`config.mk`:
```
export PLATFORM = sky130hd
export DESIGN_NAME = send_rate_token_bucket_core
export DESIGN_NICKNAME = d
export VERILOG_FILES = /design/src/sv/srtb_pkg.sv /design/src/sv/srtb_ctrl.sv /design/src/sv/srtb_datapath.sv /design/src/sv/send_rate_token_bucket_core.sv
export SDC_FILE = /design/constraint.sdc
export NUM_CORES = 2
export LEC_CHECK = 0
export ABC_AREA = 0
export BUFFER_PORTS_ARGS = -buffer_cell sky130_fd_sc_hd__buf_2
export CAP_MARGIN = 15
export CORE_ASPECT_RATIO = 1.25
export CORE_MARGIN = 3
export CORE_UTILIZATION = 35
export CTS_CLUSTER_SIZE = 24
export DETAILED_ROUTE_END_ITERATION = 6
export PLACE_DENSITY = 0.49
export SLEW_MARGIN = 25
export SYNTH_ARGS = -nofsm -noshare
export SYNTH_HDL_FRONTEND = slang
export SYNTH_HIERARCHICAL = 1
export SYNTH_SLANG_ARGS = --single-unit
```
`constraint.sdc`:
```
create_clock -name aclk -period 9.6 [get_ports aclk]
set_input_delay 1.92 -clock aclk [delete_from_list [all_inputs] [get_ports aclk]]
set_output_delay 1.92 -clock aclk [all_outputs]
set_load 0.02 [all_outputs]
```
`src/sv/srtb_pkg.sv`:
```
// Shared types and constants for the send-rate token bucket.
// No dependencies; imported by every module of the block.
`timescale 1ns / 1ps
`default_nettype none

package srtb_pkg;

    localparam int RATE_W   = 31;
    localparam int CREDIT_W = 32;
    localparam int ELAPSED_W = 32;
    localparam int BYTES_W  = 16;
    localparam int PROD_W   = RATE_W + ELAPSED_W;
    localparam int ADD_W    = 12;

    localparam logic [RATE_W-1:0]          RATE_RESET   = 31'd8000;
    localparam logic signed [CREDIT_W-1:0] CREDIT_RESET = 32'sd8000;
    localparam logic [RATE_W-1:0]          CAP_MAX      = 31'h7FFF_FFFF;
    localparam logic signed [CREDIT_W-1:0] CREDIT_MIN   = 32'sh8000_0000;

    // floor(x / 1e6) == (x * RECIP_US) >> RECIP_SHIFT, exact for x < 2^31
    localparam logic [31:0] RECIP_US    = 32'd2251799814;
    localparam int          RECIP_SHIFT = 51;

    localparam logic OP_CHECK  = 1'b0;
    localparam logic OP_CHARGE = 1'b1;

    typedef struct packed {
        logic                 operation;
        logic [ELAPSED_W-1:0] elapsed_us;
        logic [BYTES_W-1:0]   packet_bytes;
    } in_item_t;

    typedef struct packed {
        logic                       may_send;
        logic signed [CREDIT_W-1:0] quota_now;
    } out_item_t;

    typedef struct packed {
        logic load_in;
        logic step_mul;
        logic step_div;
        logic commit;
    } dp_cmd_t;

    typedef struct packed {
        logic is_charge;
    } dp_status_t;

endpackage

`default_nettype wire

```
`src/sv/srtb_ctrl.sv`:
```
// Sequencer for the token bucket: accept, multiply, divide (checks only), commit.
// Depends on srtb_pkg; drives srtb_datapath through dp_cmd_t.
`timescale 1ns / 1ps
`default_nettype none

module srtb_ctrl (
    input  logic                 aclk,
    input  logic                 aresetn,
    input  logic                 s_valid,
    output logic                 s_ready,
    output logic                 m_valid,
    input  logic                 m_ready,
    input  srtb_pkg::dp_status_t status,
    output srtb_pkg::dp_cmd_t    cmd
);
    import srtb_pkg::*;

    typedef enum logic [3:0] {
        ST_IDLE = 4'b0001,
        ST_MUL  = 4'b0010,
        ST_DIV  = 4'b0100,
        ST_UPD  = 4'b1000
    } state_t;

    state_t state_reg, state_next;
    logic   m_valid_reg, m_valid_next;
    logic   accept, commit;

    assign s_ready = (state_reg == ST_IDLE);
    assign accept  = s_valid && s_ready;
    // result slot is free, or is emptied this cycle
    assign commit  = (state_reg == ST_UPD) && (!m_valid_reg || m_ready);
    assign m_valid = m_valid_reg;

    always_comb begin
        state_next = state_reg;
        case (state_reg)
            ST_IDLE: begin
                if (accept) state_next = ST_MUL;
            end
            ST_MUL: begin
                state_next = status.is_charge ? ST_UPD : ST_DIV;
            end
            ST_DIV: begin
                state_next = ST_UPD;
            end
            ST_UPD: begin
                if (commit) state_next = ST_IDLE;
            end
            default: begin
                state_next = ST_IDLE;
            end
        endcase
    end

    always_comb begin
        m_valid_next = m_valid_reg;
        if (commit) begin
            m_valid_next = 1'b1;
        end else if (m_ready) begin
            m_valid_next = 1'b0;
        end
    end

    always_comb begin
        cmd.load_in  = accept;
        cmd.step_mul = (state_reg == ST_MUL);
        cmd.step_div = (state_reg == ST_DIV);
        cmd.commit   = commit;
    end

    always_ff @(posedge aclk) begin
        if (!aresetn) begin
            state_reg   <= ST_IDLE;
            m_valid_reg <= 1'b0;
        end else begin
            state_reg   <= state_next;
            m_valid_reg <= m_valid_next;
        end
    end

endmodule

`default_nettype wire

```
`src/sv/srtb_datapath.sv`:
```
// Datapath of the token bucket: rate register, credit, refill arithmetic.
// Depends on srtb_pkg; sequenced by srtb_ctrl through dp_cmd_t.
`timescale 1ns / 1ps
`default_nettype none

module srtb_datapath #(
    parameter int BURST_SECONDS = 3
) (
    input  logic                         aclk,
    input  logic                         aresetn,
    input  logic                         cfg_write,
    input  logic [srtb_pkg::RATE_W-1:0]  cfg_data,
    input  srtb_pkg::in_item_t           s_data,
    input  srtb_pkg::dp_cmd_t            cmd,
    output srtb_pkg::dp_status_t         status,
    output srtb_pkg::out_item_t          m_data
);
    import srtb_pkg::*;

    localparam int BURST_W = $clog2(BURST_SECONDS + 1);
    localparam int BCAP_W  = RATE_W + BURST_W;
    localparam logic [ELAPSED_W-1:0] FULL_US = ELAPSED_W'(BURST_SECONDS * 1000000);
    localparam logic [BURST_W-1:0]   BURST_K = BURST_W'(BURST_SECONDS);

    logic [RATE_W-1:0]          rate_reg;
    logic signed [CREDIT_W-1:0] credit_reg, credit_next;
    in_item_t                   item_reg;
    logic [PROD_W-1:0]          prod_reg;
    logic [RATE_W-1:0]          cap_reg;
    logic                       full_reg;
    logic [ADD_W-1:0]           add_reg;
    out_item_t                  result_reg, result_next;

    logic [BCAP_W-1:0]          burst_cap;
    logic [PROD_W:0]            prod_plus_rate;
    logic [RATE_W+31:0]         recip_prod;
    logic signed [CREDIT_W+1:0] headroom;
    logic signed [CREDIT_W:0]   charged;
    logic signed [CREDIT_W-1:0] refilled;

    assign status.is_charge = (item_reg.operation == OP_CHARGE);
    assign m_data           = result_reg;

    assign burst_cap      = BURST_K * rate_reg;
    assign prod_plus_rate = {1'b0, prod_reg} + {{(PROD_W-RATE_W+1){1'b0}}, rate_reg};
    assign recip_prod     = prod_reg[RATE_W-1:0] * RECIP_US;

    assign headroom = $signed({3'b000, cap_reg})
                    - $signed({{2{credit_reg[CREDIT_W-1]}}, credit_reg});
    assign refilled = credit_reg + $signed({{(CREDIT_W-ADD_W){1'b0}}, add_reg});
    assign charged  = $signed({credit_reg[CREDIT_W-1], credit_reg})
                    - $signed({{(CREDIT_W-BYTES_W+1){1'b0}}, item_reg.packet_bytes});

    always_comb begin
        credit_next = credit_reg;
        if (item_reg.operation == OP_CHARGE) begin
            // saturate at the most negative credit
            if (charged[CREDIT_W] && !charged[CREDIT_W-1]) begin
                credit_next = CREDIT_MIN;
            end else begin
                credit_next = charged[CREDIT_W-1:0];
            end
            result_next.may_send = (credit_next > 0);
        end else if (full_reg
                     || (headroom < $signed({{(CREDIT_W-ADD_W+2){1'b0}}, add_reg}))) begin
            // refill reaches the cap (also when credit sits above a lowered cap)
            credit_next          = $signed({1'b0, cap_reg});
            result_next.may_send = 1'b1;
        end else begin
            credit_next          = refilled;
            result_next.may_send = (refilled > 0);
        end
        result_next.quota_now = credit_next;
    end

    always_ff @(posedge aclk) begin
        if (!aresetn) begin
            rate_reg   <= RATE_RESET;
            credit_reg <= CREDIT_RESET;
        end else begin
            if (cfg_write) rate_reg <= cfg_data;
            if (cmd.commit) credit_reg <= credit_next;
        end
    end

    always_ff @(posedge aclk) begin
        if (cmd.load_in) item_reg <= s_data;
        if (cmd.step_mul) begin
            prod_reg <= rate_reg * item_reg.elapsed_us;
            cap_reg  <= (burst_cap > BCAP_W'(CAP_MAX)) ? CAP_MAX : burst_cap[RATE_W-1:0];
        end
        if (cmd.step_div) begin
            // elapsed >= floor((2^31-1)/rate) <=> rate*(elapsed+1) >= 2^31
            full_reg <= (item_reg.elapsed_us >= FULL_US)
                     || (prod_plus_rate >= (PROD_W+1)'(64'h8000_0000));
            add_reg  <= recip_prod[RECIP_SHIFT +: ADD_W];
        end
        if (cmd.commit) result_reg <= result_next;
    end

endmodule

`default_nettype wire

```
`src/sv/send_rate_token_bucket_core.sv`:
```
// Top level of the send-rate token bucket: controller plus datapath.
// Depends on srtb_pkg, srtb_ctrl and srtb_datapath.
`timescale 1ns / 1ps
`default_nettype none

// Byte-credit token bucket for outgoing packets. Each input item is either a
// check (operation 0: refill from elapsed_us, then report may_send) or a
// charge (operation 1: subtract packet_bytes, saturating at -2^31). Every
// item yields exactly one result item carrying may_send and the credit left.
// The burst cap is min(BURST_SECONDS * rate_limit, 2^31-1); a refill that
// reaches the cap always reports may_send = 1. A check passes through the steps
// accept, rate x elapsed multiply, reciprocal multiply for the divide by 1e6
// and credit update; a charge skips the divide. One item is in flight at a
// time; the update waits only while an earlier result still sits unaccepted
// in the output register. The next item is accepted from the cycle after the
// update, even if that result is still waiting for m_ready. rate_limit is
// written through the cfg channel, which is always ready; write it only while
// no item is in flight. Reset leaves rate_limit = 8000 and the credit at 8000
// bytes.

module send_rate_token_bucket_core #(
    parameter int BURST_SECONDS = 3
) (
    input  logic                        aclk,
    input  logic                        aresetn,
    // configuration: rate_limit in bytes per second
    input  logic                        cfg_valid,
    output logic                        cfg_ready,
    input  logic [srtb_pkg::RATE_W-1:0] cfg_data,
    // input items
    input  logic                        s_valid,
    output logic                        s_ready,
    input  srtb_pkg::in_item_t          s_data,
    // result items
    output logic                        m_valid,
    input  logic                        m_ready,
    output srtb_pkg::out_item_t         m_data
);
    import srtb_pkg::*;

    dp_cmd_t    cmd;
    dp_status_t status;

    assign cfg_ready = 1'b1;

    srtb_ctrl u_ctrl (
        .aclk    (aclk),
        .aresetn (aresetn),
        .s_valid (s_valid),
        .s_ready (s_ready),
        .m_valid (m_valid),
        .m_ready (m_ready),
        .status  (status),
        .cmd     (cmd)
    );

    srtb_datapath #(
        .BURST_SECONDS (BURST_SECONDS)
    ) u_datapath (
        .aclk      (aclk),
        .aresetn   (aresetn),
        .cfg_write (cfg_valid && cfg_ready),
        .cfg_data  (cfg_data),
        .s_data    (s_data),
        .cmd       (cmd),
        .status    (status),
        .m_data    (m_data)
    );

endmodule

`default_nettype wire

```
==> impl_metrics.env <==
export IMPL_yosysTopAreaCell="fa_1"
export IMPL_synth_top_family_by_area="adder cells"
export IMPL_crit_start="u_datapath/rate_reg[7]"
export IMPL_rr_startpoint="u_datapath/rate_reg[7]"
export IMPL_numCtsBuffers=38
export IMPL_grt_usage=0.214
export IMPL_cts_sinks=257
export IMPL_final_cells=9126
export IMPL_synthTopCellsByArea="fa_1 39%, ha_1 14%, edfxtp_1 8.9%, inv_1 8.2%, and2_1 5.3%"
export IMPL_setup_violations=0
export IMPL_crit_fanout=24
export IMPL_die_area_sq_um=188000
export IMPL_crit_reg2reg_capture="u_datapath/prod_reg[61]"
export IMPL_overflow=0
export IMPL_cts_setup_buffers=0
export IMPL_rsz0062_at_grt="false"
export IMPL_layout_setup_ws_ns=0.644
export IMPL_finalHoldViolCount=0
export IMPL_cts_resized=0
export IMPL_yosysTopAreaCellShare=0.391
export IMPL_avgRoutedWirePerCell_microns=21.8
export IMPL_crit_path_end="u_datapath/prod_reg[61]"
export IMPL_synth_edf_count=189
export IMPL_insertion_delay_ns=0.60
export IMPL_slew_violations=0
export IMPL_ioPinCount=121
export IMPL_post_place_ws_ns=0.783
export IMPL_avgSynthCellArea_sq_um=9.53
export IMPL_grt_pass1_vias=50793
export IMPL_yosysWarnings=6
export IMPL_fin_skew_ns=0.0317
export IMPL_grt_max_degree=68
export IMPL_violations="design-rule violations"
export IMPL_worst_slew_pin_slew_ns=1.04
export IMPL_ys_types=98
export IMPL_area_growth_syn_to_layout_pct=7.24
export IMPL_die_h_microns=484
export IMPL_cts_root_buffer="clkbuf_16"
export IMPL_fmax_mhz=112
export IMPL_final_min_clock_period_ns=8.96
export IMPL_maxCapViolCount=0
export IMPL_finalWeightedCongestion=0.903
export IMPL_reg2reg_depth=26
export IMPL_drc=2
export IMPL_cp_required_ns=9.96
export IMPL_largest_reg_flops=63
export IMPL_path_clk_slew_ns=0.05
export IMPL_row_count=174
export IMPL_ys_seq_elements=257
export IMPL_min_period_over_period=0.933
export IMPL_grt_pass1_wl_microns=309000
export IMPL_synthCells=6718
export IMPL_synth_fa_ha_area_frac=0.534
export IMPL_start_util=0.354
export IMPL_worstHoldPathCells=2
export IMPL_synth_compound_area_share=0.0823
export IMPL_final_nets=8786
export IMPL_cp_start_kind="register"
export IMPL_drive_gt1_frac=0.0522
export IMPL_cp_end_kind="register"
export IMPL_vias=46208
export IMPL_core_sq_um=181000
export IMPL_dp_cells=9054
export IMPL_drt_initial_drc_count=2669
export IMPL_status="finished, violations left"
export IMPL_vias_per_cell=5.06
export IMPL_wl_microns=199000
export IMPL_r2r_setup_slack_ns=0.64
export IMPL_cts_tree="built"
export IMPL_synth_xor_area_frac=0.0235
export IMPL_crit_arrival_ns=9.31
export IMPL_fin_tns_setup_ns=0
export IMPL_cts_htree_levels=2
export IMPL_synth_nets=8786
export IMPL_synth_main_ff_cell="edfxtp_1"
export IMPL_first_pass_iters=7
export IMPL_io_buffers=119
export IMPL_synthMuxAreaShare=0.00788
export IMPL_ant_nets=0
export IMPL_cts_buffer_depth=3
export IMPL_synthSimpleGateAreaFrac=0.143
export IMPL_antenna_found_initial=13
export IMPL_hold_buffers=0
export IMPL_detailed_place_hpwl_microns=168000
export IMPL_async_flop_share=0
export IMPL_hold_path_class="reg2reg"
export IMPL_die_width_microns=389
export IMPL_path_class="reg2reg"
export IMPL_synthesis_area_sq_um=64000
export IMPL_ys_seq_area_frac=0.110
export IMPL_max_slew_margin_rel=0.304
final cells by class:
| cell class | count | area [sq um] |
|---|---|---|
| fill | 18224 | 112000 |
| antenna | 4 | 10.0 |
| tap | 2376 | 2970 |
| inverter | 1406 | 5280 |
| clock inverter | 23 | 190 |
| sequential | 257 | 7050 |
| clock buffer | 45 | 1040 |
| multi-input combinational | 4779 | 50600 |
| timing repair buffer | 236 | 1470 |
metrics by stage:
step	util	hold WS, ns	instance area (sq um)
5_1_grt	0.379	0.601	68600
4_1_cts	0.379	0.564	68600
2_1_floorplan	-	0.432	64000
6_report	0.379	0.559	68600
3_5_place_dp	0.373	0.556	67400
3_3_place_gp	0.373	0.550	67400
placed cells by master (no fill, tap or decap), types with 108 or more instances in the layout:
master       n
edfxtp_1   189
inv_1     1403
a21o_1     108
nand2_1    679
xnor2_1    118
fa_1      1250
a21oi_1    203
buf_2      119
o21ai_0    141
and2_1     546
buf_4      117
nor2_1     162
ha_1       733
cell families (layout without fill, tap and decap cells):
family	count (synthesis)	in the layout
adders and majority gates	1983	1983
AOI/OAI and AO/OA	782	782
muxes	50	50
buffers and inverters	1682	1710
DFF	257	257
and+or+nand+nor	1791	1791
other	1	5
xor gates and xnor gates	172	172
critical path: stages, from the launching register on:
cell	delay [ns]
dfxtp_1	0.96
buf_4	0.39
nand2_1	0.13
fa_1	0.57
fa_1	0.43
inv_1	0.08
fa_1	0.16
inv_1	0.06
fa_1	0.50
inv_1	0.06
fa_1	0.51
inv_1	0.06
fa_1	0.53
inv_1	0.05
fa_1	0.49
fa_1	0.42
ha_1	0.39
nand3_1	0.11
o21ai_0	0.30
a211oi_1	0.16
nor4_1	0.49
o211ai_1	0.26
a21boi_0	0.34
o21ai_0	0.27
o41ai_1	0.48
mux2i_1	0.14
a2111oi_0	0.38
routing by layer:
metal  share of wire  GRT usage  up-vias
li1                -          -    21152
met1            0.41      0.265    23890
met2            0.52      0.396      911
met3           0.033     0.0165      249
met4           0.035     0.0643        6
met5         0.00019          0        -
synth_stat cells, drive strengths merged, types with 9 or more instances:
library cell,instances
inv,1404
fa,1250
ha,733
nand2,679
and2,547
clkbuf,260
a21oi,204
edfxtp,189
nor2,162
o21ai,142
xnor2,118
a21o,108
nand3,76
dfxtp,68
nand4,60
nor2b,60
xor2,54
mux2i,47
a211oi,38
nor3,38
and3,33
nand2b,30
a31oi,29
o21a,27
o211ai,26
o21bai,21
nor4,20
a41oi,18
a2111oi,17
buf,16
nand3b,14
o31ai,14
and4,13
a211o,12
nor4b,10
a31o,9
o21ba,9
o31a,9
or3,9
worst min path at each step:
stage / from / endpoint / slack [ns]
after floorplan: u_datapath/status / u_ctrl/state_reg[2] / 0.43
after global placement: u_datapath/credit_reg[10] / u_datapath/credit_reg[10] / 0.55
after detailed placement: u_datapath/credit_reg[10] / u_datapath/credit_reg[10] / 0.56
after CTS: u_datapath/credit_reg[10] / u_datapath/credit_reg[10] / 0.56
after global routing: u_datapath/credit_reg[10] / u_datapath/credit_reg[10] / 0.60
final: u_datapath/credit_reg[10] / u_datapath/credit_reg[10] / 0.56
Power is left out: the tool's default activity adds up to more than one toggle a clock period on the data nets, which glitch-free logic cannot reach.
